$ cat src/sv/bsu_ram.sv
// generic ram, one write port and two registered read ports
module bsu_ram #(
	parameter int WIDTH = 8,
	parameter int DEPTH = 16
) (
	input  logic                     clk,
	input  logic                     we,
	input  logic [$clog2(DEPTH)-1:0] waddr,
	input  logic [WIDTH-1:0]         wdata,
	input  logic                     re_a,
	input  logic [$clog2(DEPTH)-1:0] raddr_a,
	output logic [WIDTH-1:0]         rdata_a,
	input  logic                     re_b,
	input  logic [$clog2(DEPTH)-1:0] raddr_b,
	output logic [WIDTH-1:0]         rdata_b
);

	logic [WIDTH-1:0] mem [DEPTH];

	always_ff @(posedge clk) begin
		if (we) begin
			mem[waddr] <= wdata;
		end
		if (re_a) begin
			rdata_a <= mem[raddr_a];
		end
		if (re_b) begin
			rdata_b <= mem[raddr_b];
		end
	end

endmodule

$ cat config.mk
export PLATFORM = sky130hd
export DESIGN_NAME = bsu_ram
export DESIGN_NICKNAME = d
export VERILOG_FILES = /design/src/sv/bsu_ram.sv
export SDC_FILE = /design/constraint.sdc
export NUM_CORES = 1
export LEC_CHECK = 0
export BUFFER_PORTS_ARGS = -buffer_cell sky130_fd_sc_hd__buf_4
export CAP_MARGIN = 5
export CORE_ASPECT_RATIO = 1.75
export CORE_MARGIN = 5
export CORE_UTILIZATION = 55
export CTS_CLUSTER_SIZE = 30
export DETAILED_ROUTE_END_ITERATION = 10
export PLACE_DENSITY = 0.73
export SYNTH_ARGS = -nofsm -noshare
export SYNTH_HDL_FRONTEND = slang
export SYNTH_SLANG_ARGS = --single-unit
$ cat constraint.sdc
create_clock -name clk -period 3.2 [get_ports clk]
set_input_delay 0.32 -clock clk [delete_from_list [all_inputs] [get_ports clk]]
set_output_delay 0.32 -clock clk [all_outputs]
set_load 0.01 [all_outputs]
==> impl_metrics.py <==
metrics = {
    "pwr": {
        "power.leakage_nw": 2.54,
        "p_per_area_nw_per_um2": 614,
        "ir_worst_vdd_v": 0.000517,
        "p_total_mw": 4.59,
    },
    "synth": {
        "ys.flop_type": "edfxtp_1",
        "yosys_warnings": 0,
        "yosysMostFrequentCell": "edfxtp_1",
        "async_reset_ff_frac": 0,
        "synth_top_area_share": 0.665,
        "avgSynthCellArea_um2": 21.2,
        "synth_cells": 307,
        "yosys-top-cells-area": "edfxtp_1 66%, mux4_2 12%, mux4_1 11%, a22oi_1 3.7%, buf_6 1.0%",
        "synthTopCellsByCount": "144 x edfxtp_1, 34 x mux4_2, 32 x a22oi_1",
        "synth_area_um2": 6510,
        "ys_ff_latch": 144,
        "synth_nets": 331,
        "yosysUniqueCellTypes": 19,
        "yosysSeqAreaShare": 0.665,
        "synth_top_area_cell": "edfxtp_1",
        "synth_edf_count": 144,
    },
    "floorplan": {
        "num_rows": 52,
        "io_pins": 40,
        "fp.coreArea_um2": 11600,
        "fp.dieW_um": 92.2,
        "initial_core_util": 0.562,
        "die_area_um2": 14200,
        "die_height_um": 154,
    },
    "placement": {
        "io_buffers": 39,
        "routabilityCongestion": 0.805,
        "place_inst": 465,
        "detailed_place_hpwl_mm": 9.47,
        "placed_cell_area_um2": 6830,
    },
    "clock_network": {
        "clock-root-buffer": "clkbuf_16",
        "cts_sinks": 144,
        "cts_resized": 0,
        "insertion_delay_ps": 410,
        "cts-buffers-inserted": 17,
        "postCtsHoldBufs": 0,
        "cts_buffer_depth": 2,
        "cts_setup_buffers": 0,
        "cts_tree": "built",
        "h-tree-depth": 4,
        "clkTransAtPathRegs_ps": 60,
    },
    "detailed_routing": {
        "wl_mm": 14.1,
        "first_pass_iters": 5,
        "route.detailed.drc": 0,
        "via_count": 3341,
        "ant_nets": 0,
        "dr.first_iter.drc_count": 503,
        "post_drt_via_cell_ratio": 6.72,
        "wl_per_cell_um": 28.5,
    },
    "grt": {
        "grt_overflow": 0,
        "grt_pass1_vias": 3587,
        "grt_pass1_wl_mm": 22.0,
        "grt_usage": 0.218,
        "antenna_found_initial": 0,
        "grt_max_degree": 33,
    },
    "finish": {
        "antenna-diode-count": 0,
        "fin_nets": 373,
        "fin_cells": 497,
        "fin_area_um2": 7470,
        "multi_input_area_um2": 2010,
        "area_growth_pct": 14.8,
        "ff_latch_area_um2": 4320,
        "layout-drive-gt1-share": 0.304,
        "fill_cells": 766,
    },
    "critical_path": {
        "cp_top_family": "multiplexers",
        "startpoint_type": "primary input",
        "r2r_end": "rdata_a[5]",
        "required_ps": 3360,
        "reg2reg_from": "mem[1][5]",
        "crit_buf_inv": 1,
        "r2r_slack_ps": 1670,
        "worst_r2r_path_depth": 3,
        "cp_data_arrival_time_ps": 1840,
        "cpPeakStageDelay_ps": 640,
        "slowest_stage": "mux4_1",
        "crit_start": "raddr_b[0]",
        "critPathKind": "in2reg",
        "path_cells": "buf_4 -> mux4_1 -> a22oi_1 -> nand2_1",
        "path_max_fanout": 32,
        "end_kind": "flop",
    },
    "worst_hold_path": {
        "whs_endpoint": "mem[6][7]",
        "hp-class": "in2reg",
        "hold_start": "wdata[7]",
        "hold_path_depth": 1,
    },
    "timing": {
        "finalCritPeriodShare": 0.525,
        "final-setup-viol-count": 0,
        "fin_tns_setup_ps": 0,
        "hold_viol": 0,
        "fin_skew_ps": 7.59,
        "slew_headroom": 0.321,
        "final_max_slew_viol_count": 0,
        "timing.final.crit_period_ps": 1680,
        "rsz0062_at_grt": "no",
        "fmax_ghz": 0.596,
        "tightest_slew_ps": 1010,
    },
    "outcome": {
        "status": "finished clean",
    },
    "run": {
        "cap_violations": 0,
    },
}
==> cell usage in the layout (no fill, tap or decap), drive strengths merged <==
master    Yosys  layout
edfxtp      144     144
mux4         64      64
buf          14      43
a22oi        32      32
nand2        17      17
clkbuf        0      17
nor2         14      14
clkinv        0       6
bufinv        0       5
nor3          4       4
clkinvlp      0       3
nor2b         2       2
and2          2       2
and2b         2       2
nand3b        2       2
nand2b        2       2
nand3         1       1
or3b          1       1
inv           0       1
==> stage by stage <==
stage / hold WS (ps) / util / worst slack [ps]
after floorplan: 419 / - / 1390
after global placement: 617 / 0.589 / 1090
after detailed placement: 632 / 0.589 / 1090
after CTS: 198 / 0.645 / 1530
after global routing: 210 / 0.645 / 1430
final: 213 / 0.645 / 1520
==> area by class of cell <==
| class | instances | area share |
|---|---|---|
| Sequential cell | 144 | 0.579 |
| Multi-Input combinational cell | 143 | 0.269 |
| Clock buffer | 17 | 0.0570 |
| Timing Repair Buffer | 43 | 0.0432 |
| Clock inverter | 15 | 0.0290 |
| Tap cell | 135 | 0.0226 |
==> kinds of logic (layout without fill, tap and decap cells) <==
logic type	count (synthesis)	after routing	share of synthesized area
AO/OA/AOI/OAI	32	32	0.0369
flip-flops	144	144	0.665
AND/OR/NAND/NOR	47	47	0.0335
buffers and inverters	20	75	0.0265
multiplexers	64	64	0.238
==> sequential cells by signal, indices dropped and copies added, names as in the netlist <==
name	cells
mem	128
rdata_b	8
rdata_a	8
==> worst register-to-register path, stage by stage (launching register included) <==
cell and delay, ps:
edfxtp_1 400, mux4_1 520, a22oi_1 270, nand2_1 90
==> per-layer routing <==
metal | vias to the layer above | routed length (µm) | track usage
met5 | - | 0 | 0
li1 | 1442 | - | -
met1 | 1714 | 5330 | 0.278
met4 | 0 | 336 | 0.0751
met2 | 156 | 7590 | 0.366
met3 | 29 | 886 | 0.0523
==> worst max-delay path by stage <==
stage	end	slack, ps	cells after the start
3_3_place_gp	rdata_b[7]	1090	4
2_1_floorplan	mem[0][0]	1390	2
4_1_cts	mem[2][2]	1530	3
5_1_grt	rdata_a[6]	1430	4
6_report	rdata_b[0]	1520	4
3_5_place_dp	mem[2][2]	1090	3
==> report_power, final <==
group          internal, mW  switching, mW  leakage (nW)
combinational         0.148          0.166         0.919
sequential             2.14         0.0209          1.32
clock                  1.38          0.738         0.304
total                  3.66          0.926          2.54
Power figures use the tool's default switching activity.
