## src/sv/bsu_pkg.sv

```systemverilog
// shared constants, beat types and table addressing for the bracket sequence unrank block
package bsu_pkg;

	localparam int MAX_PAIRS = 32;
	localparam int TBL_DIM   = MAX_PAIRS + 1;
	localparam int TBL_DEPTH = TBL_DIM * TBL_DIM;
	localparam int ADDR_W    = $clog2(TBL_DEPTH);
	localparam int RANK_W    = 56;
	localparam int CNT_W     = 6;

	typedef struct packed {
		logic [CNT_W-1:0]  pairs;
		logic [RANK_W-1:0] rank;
	} in_beat_t;

	typedef struct packed {
		logic bracket;
		logic last;
		logic rank_error;
	} out_beat_t;

	typedef struct packed {
		logic              en;
		logic [ADDR_W-1:0] addr;
	} rd_req_t;

	typedef struct packed {
		logic              en;
		logic [ADDR_W-1:0] addr;
		logic [RANK_W-1:0] data;
	} wr_req_t;

	localparam logic BR_OPEN  = 1'b0;
	localparam logic BR_CLOSE = 1'b1;

	// row = closes remaining, column = opens remaining
	function automatic logic [ADDR_W-1:0] tbl_addr(input logic [CNT_W-1:0] c,
		input logic [CNT_W-1:0] o);
		tbl_addr = ADDR_W'(c) * ADDR_W'(TBL_DIM) + ADDR_W'(o);
	endfunction

endpackage

```

## src/sv/bsu_fill.sv

```systemverilog
// builds the ballot number table in ram after reset, one entry per cycle
module bsu_fill (
	input  logic                       clk,
	input  logic                       arst_n,
	input  logic [bsu_pkg::RANK_W-1:0] rdata,
	output bsu_pkg::rd_req_t           rd,
	output bsu_pkg::wr_req_t           wr,
	output logic                       done
);

	typedef enum logic [2:0] {
		F_RUN   = 3'b001,
		F_DRAIN = 3'b010,
		F_DONE  = 3'b100
	} fill_state_t;

	localparam logic [bsu_pkg::CNT_W-1:0] CNT_MAX = bsu_pkg::CNT_W'(bsu_pkg::MAX_PAIRS);

	fill_state_t                  state_q;
	logic [bsu_pkg::CNT_W-1:0]    fc_q;
	logic [bsu_pkg::CNT_W-1:0]    fo_q;
	logic [bsu_pkg::ADDR_W-1:0]   fidx_q;
	logic                         fv_s1;
	logic [bsu_pkg::CNT_W-1:0]    fc_s1;
	logic [bsu_pkg::CNT_W-1:0]    fo_s1;
	logic [bsu_pkg::ADDR_W-1:0]   fidx_s1;
	logic [bsu_pkg::RANK_W-1:0]   left_q;
	logic [bsu_pkg::RANK_W-1:0]   val;
	logic                         run;

	assign run  = (state_q == F_RUN);
	assign done = (state_q == F_DONE);

	// entry above sits one row back
	assign rd.en   = run && (fc_q != '0);
	assign rd.addr = fidx_q - bsu_pkg::ADDR_W'(bsu_pkg::TBL_DIM);

	always_comb begin
		if (fc_s1 == '0) begin
			val = (fo_s1 == '0) ? bsu_pkg::RANK_W'(1) : '0;
		end else if (fo_s1 > fc_s1) begin
			val = '0;
		end else if (fo_s1 == '0) begin
			val = rdata;
		end else begin
			val = rdata + left_q;
		end
	end

	assign wr.en   = fv_s1;
	assign wr.addr = fidx_s1;
	assign wr.data = val;

	always_ff @(posedge clk or negedge arst_n) begin
		if (!arst_n) begin
			state_q <= F_RUN;
			fc_q    <= '0;
			fo_q    <= '0;
			fidx_q  <= '0;
			fv_s1   <= 1'b0;
		end else begin
			fv_s1 <= run;
			unique case (state_q)
				F_RUN: begin
					fidx_q <= fidx_q + 1'b1;
					if (fo_q == CNT_MAX) begin
						fo_q <= '0;
						fc_q <= fc_q + 1'b1;
					end else begin
						fo_q <= fo_q + 1'b1;
					end
					if (fc_q == CNT_MAX && fo_q == CNT_MAX) begin
						state_q <= F_DRAIN;
					end
				end
				F_DRAIN: begin
					state_q <= F_DONE;
				end
				F_DONE: begin
					state_q <= F_DONE;
				end
				default: begin
					state_q <= F_RUN;
				end
			endcase
		end
	end

	always_ff @(posedge clk) begin
		fc_s1   <= fc_q;
		fo_s1   <= fo_q;
		fidx_s1 <= fidx_q;
		if (fv_s1) begin
			left_q <= val;
		end
	end

endmodule

```

## config.mk

```make
export PLATFORM = sky130hd
export DESIGN_NAME = bsu_fill
export DESIGN_NICKNAME = d
export VERILOG_FILES = /design/src/sv/bsu_pkg.sv /design/src/sv/bsu_fill.sv
export SDC_FILE = /design/constraint.sdc
export NUM_CORES = 1
export LEC_CHECK = 0
export BUFFER_PORTS_ARGS = -buffer_cell sky130_fd_sc_hd__buf_2
export CORE_MARGIN = 2
export CORE_UTILIZATION = 40
export DETAILED_ROUTE_END_ITERATION = 16
export PLACE_DENSITY = 0.58
export SETUP_SLACK_MARGIN = 0.05
export SYNTH_ARGS = -nofsm -noshare
export SYNTH_HDL_FRONTEND = slang
export SYNTH_SLANG_ARGS = --single-unit
```

## constraint.sdc

```tcl
create_clock -name clk -period 7.69 [get_ports clk]
set_input_delay 0.769 -clock clk [delete_from_list [all_inputs] [get_ports clk]]
set_output_delay 0.769 -clock clk [all_outputs]
set_load 0.02 [all_outputs]
```

==> metrics.md <==
| Metric | Value |
|---|---|
| CTS tree | yes |
| Layout area overhead | 14.81% |
| H-tree depth | 3 |
| Worst path cell trace | buf_2 > ha_1 > inv_1 > fa_1 > and2b_1 > o2111ai_1 > a211oi_1 > o21ai_0 > a21oi_1 > nor2_1 > o21bai_1 > a21oi_1 > nor2b_1 > o31ai_1 > buf_2 |
| PostCTS Resize Cnt | 0 |
| Startpoint class of the critical path | input pin |
| DP Wirelength | 15.74 mm |
| Routed Antenna Nets | 0 |
| Slowest stage cell, crit path | o21ai_0 |
| Boundary Pins | 139 |
| Critical Path Max Stage Delay | 0.47 ns |
| Clock skew | 0.01662 ns |
| Syn_nets | 1,031 |
| Design area | ~9000 µm² |
| Number of global-route vias before repair | around 6,800 |
| Peak supply drop | 0.1184 mV |
| Post-Route WL | 21.31 mm |
| I/O Buffers | 138 |
| Main synth FF type | edfxtp_1 |
| Syn Area/Cell | 8.633 µm² |
| Worst Path Buf+Inv | 3 |
| Setup crit end kind | primary output |
| Clock Pin Slew Worst Setup and Hold Paths | approximately 0.08 ns |
| EDFF count, synth | 56 |
| Synthesis Warnings | 0 |
| Slew Limit Fails | 0 |
| Die area | about 21,000 µm² |
| Number of max-cap violations | 0 |
| Synthesized cell area | 7812 µm² |
| Fraction of registers with async set/reset | 25.47% |
| Cell count after synthesis | 905 |
| Register area share after synthesis | 36.08% |
| Root buffer cell | clkbuf_16 |
| Hold_buf cts | 0 |
| Most frequent cells in the layout | buf_2, a21oi_1, nand2_1, nor2_1, ha_1 |
| DIE WIDTH | 143.8 µm |
| Setup CP Type | input pin to primary output |
| Proportion of layout cells with a drive suffix above 1 | between 15 and 20% |
| PwrDens | 129.8 nW/µm² |
| Setup TNS | 0 ns |
| Worst Path Max Fanout | 4 |
| Critical path depth in cells | 15 |
| P_leak | 4.262 nW |
| Skew-Pair Late Insertion Delay | 0.37 ns |
| Total CTS buffers | 9 |
| Rel. slew slack | 37.00% |
| Final core occ | 46.39% |
| Endpoints failing setup | 0 |
| Starting Density | 40.41% |
| Worst reg2reg path depth | 13 |
| Most common cell after layout, fill and taps aside | buf_2 |
| WP data required | 6.92 ns |
| Die Span Y | 143.8 µm |
| Arrival @ worst endpoint | 4.01 ns |
| First-pass GRT wire length | 34.35 mm |
| DR vias/cell | 5.429 |
| GR Overflow Total | 0 |
| Core ar. | 19,330 µm² |
| Min Tclk post-route | 4.783 ns |
| All-Layer GR Usage | a little over a fifth |
| Vias | 6,976 |
| Synth Register Bits | 106 |
| Rows | 51 |
| Layout Nets | about 1,100 |
| DR iter-0 viols | 369 |
| DRC viols | 0 |
| Sink Count | ~110 |
| Fin crit share | 62.20% |
| Fmax | between 200 and 250 MHz |
| Least-Margin Pin Slew | 0.9409 ns |
| Drt pass-1 iters | 4 |
| Setup Buffers After CTS | 0 |
| Hold crit path type | input pin to async pin |
| CP top delay family | compound AO/OA/AOI/OAI gates |
| Cell variety after synth | 70 |
| Status | finished, final reports clean |
| Largest net degree at the start of global routing | 64 |
| Routed wire per std cell | 16.58 µm |
| RSZ-0062 raised after global routing | no |
| Final Hold Fails | 0 |
| Placed Instance Area | 8667 µm² |
| CTS max path bufs | 2 |
| Initial antenna violation count | 3 |
| Routability cong. | 0.8652 |
[Yosys cell counts (23+ instances only)]
cell type / instances / share of area [%]
nor2_1: 81 / 3.9
ha_1: 67 / 11
nand3_1: 28 / 1.8
a21o_1: 30 / 2.9
nand2_1: 104 / 5.0
o21ai_0: 45 / 2.9
edfxtp_1: 56 / 22
dfrtp_1: 26 / 8.3
nand4_1: 30 / 2.4
dfxtp_1: 23 / 5.9
a21oi_1: 108 / 6.9
xor2_1: 25 / 2.8
clkbuf_1: 32 / 1.5
xnor2_1: 43 / 4.8
inv_1: 35 / 1.7
[final timing paths]
check	slack, ns	to	startpoint
worst max-delay path	2.91	wr[40]	rdata[0]
worst max register to register	4.22	left_q[40]	left_q[0]
worst min-delay path	0.40	fc_q[1]	arst_n
max in group asynchronous	6.86	fv_s1	arst_n
worst min register to register	0.43	fc_s1[1]	fc_q[1]
min in group clk	0.43	fc_s1[1]	fc_q[1]
[sequential cells by signal, summed over array words and instances, names as in the netlist]
| register | flops |
|---|---|
| left_q | 56 |
| fc_q | 6 |
| fc_s1 | 6 |
| fo_s1 | 6 |
| fidx_s1 | 11 |
| fidx_q | 11 |
| fo_q | 6 |
| fv_s1 | 1 |
| state_q | 3 |
[layout make-up]
type	instances	area [µm²]
Inverter	35	131.4
Tap cell	265	331.6
Sequential cell	106	2820
Antenna cell	2	5.005
Clock inverter	7	72.57
Timing Repair Buffer	143	728.2
Fill cell	1936	10360
Clock buffer	9	225.2
Multi-Input combinational cell	718	4656
[layer usage]
layer  GRT usage (%)  vias up  part of all wire, %
met4           5.160        2                  1.2
met1           26.67     3261                   46
met3           6.764       19                  7.5
met2           34.54      179                   46
li1                -     3515                    -
met5               0        -                0.061
[logic make-up (layout without fill, tap and decap cells)]
logic type,Yosys count,after routing,share of synthesized area (%)
multiplexers,5,5,0.6406
adder cells (fa/ha/maj),68,68,10.99
AND/OR/NAND/NOR,309,309,18.88
AO/OA/AOI/OAI,268,268,21.32
XOR/XNOR,68,68,7.623
flip-flops,106,106,36.08
buffers and inverters,81,194,4.468
other,0,2,0
[power breakdown]
group / switching, W / internal (W) / leakage (nW)
clock: 0.000250 / 0.000230 / 0.146
combinational: 0.0000574 / 0.0000361 / 2.90
sequential: 0 / 0.000591 / 1.22
[stage by stage]
stage	hold WS, ns	power (W)	instances	setup WS, ns
floorplan	0.3454	0.0006617	905	3.467
global placement	0.4175	0.0006964	1267	2.988
detailed placement	0.4147	0.0006960	1267	2.946
CTS	0.4110	0.001179	1283	2.924
global route	0.4472	0.001211	1283	2.578
finish	0.4014	0.001164	1285	2.907
[worst reg2reg max path: stages, from the launching register on]
cell	delay [ns]
edfxtp_1	0.37
ha_1	0.23
inv_1	0.08
fa_1	0.17
and2b_1	0.20
o2111ai_1	0.28
a211oi_1	0.13
o21ai_0	0.47
a21oi_1	0.13
nor2_1	0.45
o21bai_1	0.20
a21oi_1	0.21
nor2b_1	0.07
o31ai_1	0.29
Power figures use the tool's default switching activity.
