<file path="src/sv/bsu_pkg.sv">
// shared constants, beat types and table addressing for the bracket sequence unrank block
package bsu_pkg;

	localparam int MAX_PAIRS = 32;
	localparam int TBL_DIM   = MAX_PAIRS + 1;
	localparam int TBL_DEPTH = TBL_DIM * TBL_DIM;
	localparam int ADDR_W    = $clog2(TBL_DEPTH);
	localparam int RANK_W    = 56;
	localparam int CNT_W     = 6;

	typedef struct packed {
		logic [CNT_W-1:0]  pairs;
		logic [RANK_W-1:0] rank;
	} in_beat_t;

	typedef struct packed {
		logic bracket;
		logic last;
		logic rank_error;
	} out_beat_t;

	typedef struct packed {
		logic              en;
		logic [ADDR_W-1:0] addr;
	} rd_req_t;

	typedef struct packed {
		logic              en;
		logic [ADDR_W-1:0] addr;
		logic [RANK_W-1:0] data;
	} wr_req_t;

	localparam logic BR_OPEN  = 1'b0;
	localparam logic BR_CLOSE = 1'b1;

	// row = closes remaining, column = opens remaining
	function automatic logic [ADDR_W-1:0] tbl_addr(input logic [CNT_W-1:0] c,
		input logic [CNT_W-1:0] o);
		tbl_addr = ADDR_W'(c) * ADDR_W'(TBL_DIM) + ADDR_W'(o);
	endfunction

endpackage

</file>
<file path="src/sv/bsu_walk.sv">
// request sequencer: catalan check, then one table compare and subtract per bracket
module bsu_walk (
	input  logic                       clk,
	input  logic                       arst_n,
	input  logic                       enable,
	input  logic                       in_valid,
	output logic                       in_ready,
	input  bsu_pkg::in_beat_t          in_data,
	output logic                       out_valid,
	input  logic                       out_ready,
	output bsu_pkg::out_beat_t         out_data,
	output bsu_pkg::rd_req_t           rd_a,
	output bsu_pkg::rd_req_t           rd_b,
	input  logic [bsu_pkg::RANK_W-1:0] rdata_a,
	input  logic [bsu_pkg::RANK_W-1:0] rdata_b
);

	typedef enum logic [3:0] {
		W_IDLE  = 4'b0001,
		W_CHECK = 4'b0010,
		W_STEP  = 4'b0100,
		W_ERR   = 4'b1000
	} walk_state_t;

	localparam int DW = bsu_pkg::CNT_W + 1;

	walk_state_t                state_q;
	walk_state_t                state_d;
	logic [bsu_pkg::CNT_W-1:0]  n_q;
	logic [bsu_pkg::RANK_W-1:0] r_q;
	logic [bsu_pkg::CNT_W-1:0]  op_q;
	logic [bsu_pkg::CNT_W-1:0]  cl_q;
	logic                       sel_q;
	logic                       zero_a_q;
	logic                       zero_b_q;
	logic                       out_valid_q;
	bsu_pkg::out_beat_t         out_q;

	logic                       accept;
	logic                       range_ok;
	logic                       take;
	logic                       load;
	bsu_pkg::out_beat_t         beat;
	logic [bsu_pkg::RANK_W-1:0] cur_c;
	logic                       is_open;
	logic                       is_last;
	logic [DW-1:0]              placed;
	logic [DW-1:0]              ca;
	logic [DW-1:0]              oa;
	logic [DW-1:0]              cb;
	logic [DW-1:0]              ob;
	logic                       za;
	logic                       zb;

	assign in_ready  = enable && (state_q == W_IDLE);
	assign accept    = in_valid && in_ready;
	assign range_ok  = (in_data.pairs != '0) &&
		(in_data.pairs <= bsu_pkg::CNT_W'(bsu_pkg::MAX_PAIRS));
	assign take      = !out_valid_q || out_ready;
	assign out_valid = out_valid_q;
	assign out_data  = out_q;

	assign cur_c   = sel_q ? (zero_b_q ? '0 : rdata_b) : (zero_a_q ? '0 : rdata_a);
	assign is_open = (r_q < cur_c);
	assign placed  = DW'(op_q) + DW'(cl_q) + DW'(1);
	assign is_last = (placed == {n_q, 1'b0});

	// candidates for the next position: after an open, after a close
	assign ca = DW'(n_q) - DW'(cl_q);
	assign oa = DW'(n_q) - DW'(op_q) - DW'(2);
	assign cb = DW'(n_q) - DW'(cl_q) - DW'(1);
	assign ob = DW'(n_q) - DW'(op_q) - DW'(1);
	assign za = ca[DW-1] || oa[DW-1];
	assign zb = cb[DW-1] || ob[DW-1];

	always_comb begin
		state_d      = state_q;
		load         = 1'b0;
		beat.bracket = bsu_pkg::BR_OPEN;
		beat.last    = 1'b1;
		beat.rank_error = 1'b1;
		rd_a.en      = 1'b0;
		rd_a.addr    = bsu_pkg::tbl_addr(in_data.pairs, in_data.pairs);
		rd_b.en      = 1'b0;
		rd_b.addr    = bsu_pkg::tbl_addr(cb[bsu_pkg::CNT_W-1:0], ob[bsu_pkg::CNT_W-1:0]);
		unique case (state_q)
			W_IDLE: begin
				if (accept) begin
					rd_a.en = range_ok;
					state_d = range_ok ? W_CHECK : W_ERR;
				end
			end
			W_CHECK: begin
				rd_a.en   = 1'b1;
				rd_a.addr = bsu_pkg::tbl_addr(n_q, n_q - 1'b1);
				state_d   = (r_q >= rdata_a) ? W_ERR : W_STEP;
			end
			W_STEP: begin
				rd_a.addr = bsu_pkg::tbl_addr(ca[bsu_pkg::CNT_W-1:0], oa[bsu_pkg::CNT_W-1:0]);
				if (take) begin
					load            = 1'b1;
					beat.bracket    = is_open ? bsu_pkg::BR_OPEN : bsu_pkg::BR_CLOSE;
					beat.last       = is_last;
					beat.rank_error = 1'b0;
					rd_a.en         = !za && !is_last;
					rd_b.en         = !zb && !is_last;
					if (is_last) begin
						state_d = W_IDLE;
					end
				end
			end
			W_ERR: begin
				if (take) begin
					load    = 1'b1;
					state_d = W_IDLE;
				end
			end
			default: begin
				state_d = W_IDLE;
			end
		endcase
	end

	always_ff @(posedge clk or negedge arst_n) begin
		if (!arst_n) begin
			state_q     <= W_IDLE;
			out_valid_q <= 1'b0;
			op_q        <= '0;
			cl_q        <= '0;
			r_q         <= '0;
			sel_q       <= 1'b0;
			zero_a_q    <= 1'b0;
			zero_b_q    <= 1'b0;
		end else begin
			state_q     <= state_d;
			out_valid_q <= load || (out_valid_q && !out_ready);
			if (accept) begin
				r_q  <= in_data.rank;
				op_q <= '0;
				cl_q <= '0;
			end
			if (state_q == W_CHECK) begin
				sel_q    <= 1'b0;
				zero_a_q <= 1'b0;
			end
			if (state_q == W_STEP && take) begin
				sel_q    <= !is_open;
				zero_a_q <= za;
				zero_b_q <= zb;
				if (is_open) begin
					op_q <= op_q + 1'b1;
				end else begin
					cl_q <= cl_q + 1'b1;
					r_q  <= r_q - cur_c;
				end
			end
		end
	end

	always_ff @(posedge clk) begin
		if (accept) begin
			n_q <= in_data.pairs;
		end
		if (load) begin
			out_q <= beat;
		end
	end

endmodule

</file>
<file path="config.mk">
export PLATFORM = sky130hd
export DESIGN_NAME = bsu_walk
export DESIGN_NICKNAME = d
export VERILOG_FILES = /design/src/sv/bsu_pkg.sv /design/src/sv/bsu_walk.sv
export SDC_FILE = /design/constraint.sdc
export NUM_CORES = 1
export LEC_CHECK = 0
export ABC_AREA = 0
export BUFFER_PORTS_ARGS = -buffer_cell sky130_fd_sc_hd__buf_2
export CAP_MARGIN = 20
export CORE_MARGIN = 2
export CORE_UTILIZATION = 59
export DETAILED_ROUTE_END_ITERATION = 12
export PLACE_DENSITY = 0.84
export RECOVER_POWER = 100
export SYNTH_ARGS = -nofsm -noshare
export SYNTH_HDL_FRONTEND = slang
export SYNTH_SLANG_ARGS = --single-unit
</file>
<file path="constraint.sdc">
create_clock -name clk -period 5.1 [get_ports clk]
set_input_delay 1.02 -clock clk [delete_from_list [all_inputs] [get_ports clk]]
set_output_delay 1.02 -clock clk [all_outputs]
set_load 0.01 [all_outputs]
</file>
==> impl_metrics.toml, run 1 <==
[synth]
top_cells_by_instance_count_after_synthesis = "sky130_fd_sc_hd__ha_1, sky130_fd_sc_hd__inv_1, sky130_fd_sc_hd__mux2i_1"
yosysUniqueCellTypes = 73
synth_top_cells_by_area = "sky130_fd_sc_hd__ha_1, sky130_fd_sc_hd__dfrtp_1, sky130_fd_sc_hd__mux2i_1"
ys_seq_area_share_pct = 18.6
synth.ff_latch_count = 85
synth_area_per_cell_um2 = 8.40
syn_std_cell_area_mm2 = 0.0117
yosys_warnings = 0
dominant_cell_by_count_in_the_synthesized_netlist = "sky130_fd_sc_hd__ha_1"
postSynth.topFlopCell = "sky130_fd_sc_hd__dfrtp_1"
syn_nets = 1767
synth_cells = 1393
synth_top_area_share_pct = 20.1
synth_area_leader_cell = "sky130_fd_sc_hd__ha_1"
async_flop_share_pct = 89.4
synth_enable_flop_cells = 9

[timing]
slew-limit-headroom_pct = -59.0
worst_pin_slew_ns = 2.39
timing.final.max_slew_violations = 109
fmax_mhz = 193
final.setup_skew_ns = 0.00886
timing.final.crit_share_pct = 102
finalCriticalPeriod_ns = 5.19
grt_setup_unrepaired = "yes"
setup_viol_count_final = 5
fin_tns_setup_ns = -0.302
worst_slack_ns = -0.0930
hold_viol_final = 0

[setup_path]
cp_required_ns = 4.08
timing.critical_path.to_type = "output pin"
reg2reg_depth = 14
worst-r2r-setup-slack_ns = 0.48
worstPathMaxFanout = 5
timing.rr.start = "sel_q"
crit_arrival_ns = 4.17
worst_setup_path_start_kind = "register"
r2r-end = "r_q[13]"
critPathKind = "reg2out"

[detailed_routing]
dr.pass1.iters = 5
drcViolationCount = 0
viasPerCell = 6.24
vias = 11700
initialDrtViolationCount = 834
total_routed_wirelength_um = 35300
ant_nets = 0
wire_per_inst_um = 18.8

[run]
drv_cap = 3

[place]
io_buffers = 207
hpwl_um = 27300
placed_cell_area_mm2 = 0.0131
finalWeightedCongestion = 1.01

[finish]
finish.instance_area_mm2 = 0.0138
share_of_cells_above_drive_strength_1_pct = 20.0
finalNetCount = 1981
areaGrowthSynthToFinish_pct = 18.3
nFillCells = 1519

[outcome]
violations = "max-capacitance violations, max-slew violations, negative setup slack"
run_status = "finished, violations left"

[worst_hold_path]
holdPathStages = 2
timing.hold.worst.class = "reg2reg"
min_from = "out_valid"
worstHoldEndpoint = "out_valid"

[clocking]
clk_pin_slew_worst_paths_ns = 0.06
numClockSinks = 85
worst_skew_pair.late_latency_ns = 0.36
cts-hold-fix-buffers = 0
clk_path_buf_depth = 2
tritoncts = "done"
numCtsBuffers = 9
htree_levels = 3
cts_root_buffer = "sky130_fd_sc_hd__clkbuf_16"

[global_routing]
initial_antenna_violation_count = 2
first_pass_grt_wire_length_um = 54400
maximum_number_of_pins_on_one_net_before_global_route_repair = 77
grt.overflow.total = 0
grt_pass1_vias = 11400
grt_usage_pct = 32.8

[die]
boundaryPins = 208
die_w_um = 145
effective_utilization_at_floorplan_pct = 60.1
placement_rows = 51
die_h_um = 145
dieArea_mm2 = 0.0210
design.core.area_mm2 = 0.0195

[pwr]
leakagePower_uw = 0.00684
power.density_cell_area_mw_per_mm2 = 609
peakVddDrop_mv = 0.302
[final cells by class]
cell class / count / area [um^2] / share of cell area, %
Multi-Input combinational cell: 1140 / 9200 / 66.5
Sequential cell: 85 / 2180 / 15.7
Timing Repair Buffer: 249 / 1360 / 9.80
Inverter: 122 / 459 / 3.32
Tap cell: 265 / 332 / 2.40
Clock buffer: 12 / 267 / 1.93
Clock inverter: 3 / 43.8 / 0.316
Antenna cell: 3 / 7.51 / 0.0542
[cells in the final DEF, fill, tap and decap left out, types with 7 or more instances in the layout]
cell | synthesis | layout
sky130_fd_sc_hd__nand2b_1 | 12 | 12
sky130_fd_sc_hd__a21o_1 | 51 | 51
sky130_fd_sc_hd__nand4_1 | 23 | 23
sky130_fd_sc_hd__o21ai_1 | 3 | 8
sky130_fd_sc_hd__nand2_1 | 93 | 93
sky130_fd_sc_hd__buf_2 | 14 | 194
sky130_fd_sc_hd__nand3_1 | 17 | 17
sky130_fd_sc_hd__clkbuf_1 | 26 | 15
sky130_fd_sc_hd__xor2_1 | 45 | 40
sky130_fd_sc_hd__o221ai_1 | 7 | 7
sky130_fd_sc_hd__xnor2_1 | 66 | 64
sky130_fd_sc_hd__nor2_1 | 66 | 60
sky130_fd_sc_hd__nor3_1 | 20 | 18
sky130_fd_sc_hd__a211oi_1 | 9 | 9
sky130_fd_sc_hd__mux2i_1 | 111 | 111
sky130_fd_sc_hd__o31ai_1 | 7 | 7
sky130_fd_sc_hd__o211ai_1 | 9 | 9
sky130_fd_sc_hd__a31oi_1 | 14 | 14
sky130_fd_sc_hd__clkbuf_16 | 0 | 9
sky130_fd_sc_hd__a22oi_1 | 64 | 64
sky130_fd_sc_hd__ha_4 | 0 | 9
sky130_fd_sc_hd__inv_1 | 119 | 114
sky130_fd_sc_hd__dfrtp_1 | 75 | 72
sky130_fd_sc_hd__o21ai_0 | 76 | 67
sky130_fd_sc_hd__ha_1 | 188 | 178
sky130_fd_sc_hd__o21a_1 | 8 | 8
sky130_fd_sc_hd__edfxtp_1 | 9 | 9
sky130_fd_sc_hd__nor2b_1 | 19 | 17
sky130_fd_sc_hd__a2111oi_0 | 7 | 7
sky130_fd_sc_hd__or3_1 | 11 | 11
sky130_fd_sc_hd__a21oi_1 | 94 | 88
sky130_fd_sc_hd__o21bai_1 | 14 | 14
sky130_fd_sc_hd__buf_4 | 2 | 35
[routing by layer]
layer  GRT usage (%)  vias up  part of all wire (%)
li1                -     5551                     -
met1            39.8     5560                    41
met2            56.3      505                    48
met3            6.38      115                   6.7
met4            14.5        0                   4.4
met5               0        -                     0
[worst max path at each step]
stage | from | end | slack [ns] | cells past startpoint
2_1_floorplan | n_q[0] | rd_a[10] | 0.27 | 17
3_3_place_gp | n_q[1] | rd_b[10] | 0.20 | 17
3_5_place_dp | n_q[1] | rd_b[10] | 0.02 | 17
4_1_cts | cl_q[0] | rd_b[9] | 0.005 | 20
5_1_grt | n_q[0] | rd_b[10] | -0.24 | 19
6_report | n_q[1] | rd_b[10] | -0.09 | 17
[state kept, by name, indices dropped and copies added, names as in the netlist]
signal	cells
op_q	6
state_q	4
zero_b_q	1
zero_a_q	1
out_data	3
out_valid	1
cl_q	6
sel_q	1
n_q	6
r_q	56
[stage by stage]
stage               hold slack [ns]  power (uW)  util, %  setup slack [ns]  instances
floorplan                     0.465        5760        -             0.266       1393
global placement              0.472        7100     67.2             0.204       1840
detailed placement            0.479        7280     67.2            0.0188       1840
CTS                           0.496        8100     69.4           0.00479       1861
global route                  0.537        9150     71.1            -0.236       1876
finish                        0.497        8430     71.1           -0.0930       1879
[repair_timing]
action                                  CTS  global route
buffers inserted                          6            14
endpoints found under the hold margin     0             0
endpoints found under the setup margin    9             9
cloned                                    0             0
pin swaps                                 5            34
gates resized for setup                  21            53
[worst max-delay path, cell delays in order, from the launching register on]
cell and delay [ns]:
sky130_fd_sc_hd__edfxtp_1 0.50, sky130_fd_sc_hd__ha_1 0.33, sky130_fd_sc_hd__nor2b_1 0.14, sky130_fd_sc_hd__o21ai_1 0.27
sky130_fd_sc_hd__a21boi_2 0.14, sky130_fd_sc_hd__o21ai_2 0.20, sky130_fd_sc_hd__nor3b_4 0.27, sky130_fd_sc_hd__nor2_4 0.09
sky130_fd_sc_hd__xor2_2 0.19, sky130_fd_sc_hd__ha_1 0.34, sky130_fd_sc_hd__ha_4 0.30, sky130_fd_sc_hd__ha_4 0.21
sky130_fd_sc_hd__a21oi_2 0.16, sky130_fd_sc_hd__o21bai_1 0.12, sky130_fd_sc_hd__a31oi_1 0.20, sky130_fd_sc_hd__nor2_1 0.07
sky130_fd_sc_hd__xor2_1 0.13, sky130_fd_sc_hd__buf_2 0.14
[power breakdown]
part	leakage [uW]	total, uW	internal [uW]	switching (uW)
clock	0.000155	722	418	304
sequential	0.00100	1220	949	272
combinational	0.00568	6490	2760	3720
total	0.00684	8430	4130	4300
[logic make-up after synthesis]
family	count (synthesis)	synth area share [%]
simple gates	296	12.3
xor+xnor	111	8.31
mux	112	9.59
flops	85	18.6
compound gates	426	24.3
fa+ha+maj	195	21.3
buf+inv	168	5.67
No activity file was read; power rests on OpenSTA's default activity.
==> run 2: changes to the inputs <==
Settings changed: CTS_BUF_LIST from default to sky130_fd_sc_hd__clkbuf_8.
==> impl_metrics.toml, run 2 (synthesis gave the netlist of run 1 again) <==
[setup_path]
crit_arrival_ns = 4.20
critPathTopFamily = "adder cells"
worstPathMaxFanout = 3
critical_path.slowest_cell = "sky130_fd_sc_hd__fa_2"
cp_num_buf_inv = 5
critPathMostFrequentCell = "sky130_fd_sc_hd__ha_4"
cp_cell_sequence = "inv_2, ha_4, fa_2, inv_2, a21oi_2, o21bai_2, xor2_2, buf_4, xor2_2, ha_4, ha_4, inv_1, o21bai_1, a21oi_2, o21bai_1, a31oi_1, nor2_1, xor2_1, buf_2"
critical_path.max_stage_delay_ns = 0.42
critPathKind = "reg2out"
worst_setup_path_start_kind = "register"
cp_required_ns = 4.08
timing.critical_path.to_type = "output pin"

[timing]
slew-limit-headroom_pct = -62.2
fmax_mhz = 192
worst_pin_slew_ns = 2.43
finalCriticalPeriod_ns = 5.22
final.setup_skew_ns = 0.0132
hold_viol_final = 0
timing.final.max_slew_violations = 79
timing.final.crit_share_pct = 102
grt_setup_unrepaired = "yes"
worst_slack_ns = -0.115
hold_slack_ns = 0.534
setup_viol_count_final = 5
fin_tns_setup_ns = -0.426

[worst_hold_path]
timing.hold.worst.class = "reg2reg"

[global_routing]
grt_pass1_vias = 11400
initial_antenna_violation_count = 2
grt_usage_pct = 32.7
first_pass_grt_wire_length_um = 54400
grt.overflow.total = 0
maximum_number_of_pins_on_one_net_before_global_route_repair = 77

[clocking]
numClockSinks = 85
numCtsBuffers = 9
clk_pin_slew_worst_paths_ns = 0.09
cts_root_buffer = "sky130_fd_sc_hd__clkbuf_8"
tritoncts = "done"
clk_path_buf_depth = 2
htree_levels = 3
worst_skew_pair.late_latency_ns = 0.39

[place]
finalWeightedCongestion = 1.01
io_buffers = 207
hpwl_um = 27300

[finish]
share_of_cells_above_drive_strength_1_pct = 21.8
largest-register = "r_q"
max_ffs_per_register = 56
layout_commonest_cell = "sky130_fd_sc_hd__buf_2"
most-common-layout-cells = "sky130_fd_sc_hd__buf_2, sky130_fd_sc_hd__ha_1, sky130_fd_sc_hd__inv_1, sky130_fd_sc_hd__mux2i_1, sky130_fd_sc_hd__nand2_1"
finalNetCount = 1986
nFillCells = 1470
core_occupancy_in_the_finished_layout_pct = 71.9
areaGrowthSynthToFinish_pct = 19.6

[die]
placement_rows = 51
die_w_um = 145
die_h_um = 145
dieArea_mm2 = 0.0210
boundaryPins = 208
effective_utilization_at_floorplan_pct = 60.1
design.core.area_mm2 = 0.0195

[detailed_routing]
total_routed_wirelength_um = 36900
ant_nets = 0
dr.pass1.iters = 8
vias = 11900
wire_per_inst_um = 19.6
viasPerCell = 6.33
initialDrtViolationCount = 965
drcViolationCount = 0

[pwr]
peakVddDrop_mv = 0.300
power.density_cell_area_mw_per_mm2 = 600
total_power_uw = 8390
leakagePower_uw = 0.00686

[outcome]
run_status = "finished, violations left"
violations = "max-capacitance violations, max-slew violations, negative setup slack"

[run]
drv_cap = 2
run 2: path summary, 6_finish.rpt:
kind                            from        end  slack (ns)  depth (start not counted)
max                           n_q[0]   rd_b[10]       -0.12                         19
max in group asynchronous     arst_n    r_q[20]        0.70                          2
max reg2reg                    sel_q    r_q[13]        0.53                         14
min                        out_valid  out_valid        0.53                          2
min in group asynchronous     arst_n    r_q[48]        1.35                          1
min reg2reg                out_valid  out_valid        0.53                          2
run 2: final cells by class:
type / count / area, um^2 / area share [%]
multi-input combinational: 1140 / 9400 / 67.2
antenna: 3 / 7.51 / 0.0536
clock buffer: 12 / 165 / 1.18
timing repair buffer: 254 / 1410 / 10.1
tap: 265 / 332 / 2.37
clock inverter: 3 / 43.8 / 0.313
sequential: 85 / 2180 / 15.6
inverter: 122 / 459 / 3.28
run 2: per-stage QoR:
stage | instances | instance area, um^2 | worst slack, ns
3_3_place_gp | 1840 | 13100 | 0.204
4_1_cts | 1863 | 13500 | 0.00986
6_report | 1884 | 14000 | -0.115
3_5_place_dp | 1840 | 13100 | 0.0188
2_1_floorplan | 1393 | 11700 | 0.266
5_1_grt | 1881 | 14000 | -0.247
run 2: power breakdown:
part	internal (uW)	switching [uW]
Clock	265	290
Sequential	947	271
Combinational	2830	3790
run 2: per-layer routing:
metal / GRT usage [%] / up-vias / routed length [um]
met5: 0 / - / 0
met3: 6.52 / 163 / 2820
li1: - / 5562 / -
met2: 56.3 / 565 / 17600
met1: 39.4 / 5643 / 14500
met4: 15.1 / 0 / 1980
run 2: tightest hold or removal path, cell delays in order (launching register included):
cell,delay (ns)
sky130_fd_sc_hd__dfrtp_1,0.37
sky130_fd_sc_hd__nand2b_1,0.07
sky130_fd_sc_hd__nand2_1,0.07
run 2: timing repair:
item / in CTS / in global routing
setup buffers: 8 / 17
pin swaps: 5 / 44
gates resized for setup: 26 / 79
hold buffers: 0 / 0
endpoints found under the setup margin: 9 / 9
==> run 3: changes to the inputs <==
Settings changed: PLACE_DENSITY 0.84 to 0.83.
==> impl_metrics.toml, run 3 (synthesis gave the netlist of run 1 again) <==
[outcome]
run_status = "finished, violations left"
violations = "max-capacitance violations, max-slew violations, negative setup slack"

[worst_hold_path]
timing.hold.worst.class = "reg2reg"
holdPathStages = 2

[finish]
largest-register = "r_q"
stdcell_count = 1877
most-common-layout-cells = "sky130_fd_sc_hd__buf_2, sky130_fd_sc_hd__ha_1, sky130_fd_sc_hd__inv_1, sky130_fd_sc_hd__mux2i_1, sky130_fd_sc_hd__nand2_1"
share_of_cells_above_drive_strength_1_pct = 20.6
layout_commonest_cell = "sky130_fd_sc_hd__buf_2"
areaGrowthSynthToFinish_pct = 18.1
max_ffs_per_register = 56
ff_latch_area_mm2 = 0.00218
nFillCells = 1472
diodes = 0
finalNetCount = 1981
multiInputGateArea_mm2 = 0.00927
core_occupancy_in_the_finished_layout_pct = 71.0

[clocking]
clk_pin_slew_worst_paths_ns = 0.09
cts_root_buffer = "sky130_fd_sc_hd__clkbuf_8"
tritoncts = "done"
htree_levels = 3
cts-hold-fix-buffers = 0
numClockSinks = 85
worst_skew_pair.late_latency_ns = 0.40
numCtsBuffers = 9
clk_path_buf_depth = 2

[detailed_routing]
total_routed_wirelength_um = 34000
viasPerCell = 6.20
wire_per_inst_um = 18.1
ant_nets = 0
dr.pass1.iters = 5
vias = 11600
drcViolationCount = 0
initialDrtViolationCount = 678

[setup_path]
critical_path.slowest_cell = "sky130_fd_sc_hd__edfxtp_1"
cp_required_ns = 4.08
critPathTopFamily = "compound AO/OA/AOI/OAI gates"
worstPathMaxFanout = 6
crit_arrival_ns = 4.16
cp_cell_sequence = "ha_1, nor2b_1, o21ai_1, a21oi_1, nor2_2, buf_4, buf_4, nor2_2, xor2_2, ha_1, ha_4, inv_1, o21bai_1, a21oi_2, o21bai_1, a31oi_1, nor2_1, xor2_1, buf_2"
cp_num_buf_inv = 4
critPathKind = "reg2out"
reg2reg_depth = 13
worst_setup_path_start_kind = "register"
critical_path.max_stage_delay_ns = 0.50
timing.critical_path.to_type = "output pin"
timing.critical_path.depth = 19

[timing]
grt_setup_unrepaired = "yes"
timing.final.crit_share_pct = 102
fmax_mhz = 193
hold_viol_final = 0
slew-limit-headroom_pct = -35.1
finalCriticalPeriod_ns = 5.18
setup_viol_count_final = 5
timing.final.max_slew_violations = 32
hold_slack_ns = 0.511
worst_pin_slew_ns = 2.03
final.setup_skew_ns = 0.0149
worst_slack_ns = -0.0772

[die]
effective_utilization_at_floorplan_pct = 60.1
dieArea_mm2 = 0.0210
die_h_um = 145
boundaryPins = 208
placement_rows = 51
die_w_um = 145
design.core.area_mm2 = 0.0195

[global_routing]
initial_antenna_violation_count = 4
grt_usage_pct = 31.5
first_pass_grt_wire_length_um = 52600
maximum_number_of_pins_on_one_net_before_global_route_repair = 77
grt_pass1_vias = 11100
grt.overflow.total = 0

[pwr]
leakagePower_uw = 0.00683
peakVddDrop_mv = 0.335
power.density_cell_area_mw_per_mm2 = 597

[place]
placed_cells = 1834
finalWeightedCongestion = 0.979
io_buffers = 207
hpwl_um = 26200

[run]
drv_cap = 1
-- run 3: path summary, 6_finish.rpt --
kind | slack, ns | start | end
setup / recovery | -0.08 | n_q[1] | rd_b[10]
hold / removal | 0.51 | out_valid | out_valid
setup reg to reg | 0.73 | sel_q | r_q[45]
hold reg to reg | 0.51 | out_valid | out_valid
max in group asynchronous | 2.74 | arst_n | r_q[20]
min in group asynchronous | 1.19 | arst_n | r_q[47]
-- run 3: per-layer routing --
layer / up-vias / track usage (%) / wire, um
li1: 5549 / - / -
met1: 5510 / 38.8 / 13900
met2: 462 / 54.6 / 16500
met3: 115 / 5.36 / 2200
met4: 4 / 13.1 / 1450
met5: - / 0 / 36
-- run 3: final cells by class --
type	instances	share of cell area [%]
Inverter	122	3.32
Clock inverter	7	0.597
Sequential cell	85	15.8
Multi-Input combinational cell	1140	67.0
Clock buffer	9	0.896
Tap cell	265	2.40
Timing Repair Buffer	249	9.97
-- run 3: metrics by stage --
step                setup slack [ns]  total power [uW]  setup TNS, ns  cell area [um^2]
global placement               0.195              7070              0             13000
detailed placement            0.0755              7200              0             13000
floorplan                      0.266              5760              0             11700
CTS                          0.00359              7860              0             13400
finish                       -0.0772              8250         -0.190             13800
global route                  -0.302              8980          -1.41             13800
-- run 3: power by group --
part,total (uW),internal [uW],switching [uW],leakage (uW)
clock network,553,270,283,0.000115
registers,1220,947,275,0.000999
logic,6480,2790,3680,0.00571
-- run 3: worst register-to-register path: cells and delay by family (launching register included) --
family                     cells  cell delay [ns]
adders and majority gates      1             0.51
muxes                          1             0.36
buffers and inverters          2             0.76
DFF                            1             0.43
and+or+nand+nor                3             0.90
AOI/OAI and AO/OA              6             1.31
-- run 3: repair_timing --
| action | in CTS | in global routing |
|---|---|---|
| buffers inserted | 11 | 15 |
| pin swaps | 16 | 44 |
| gates resized for setup | 27 | 52 |
| cloned | 0 | 0 |
| setup endpoints to repair | 9 | 9 |
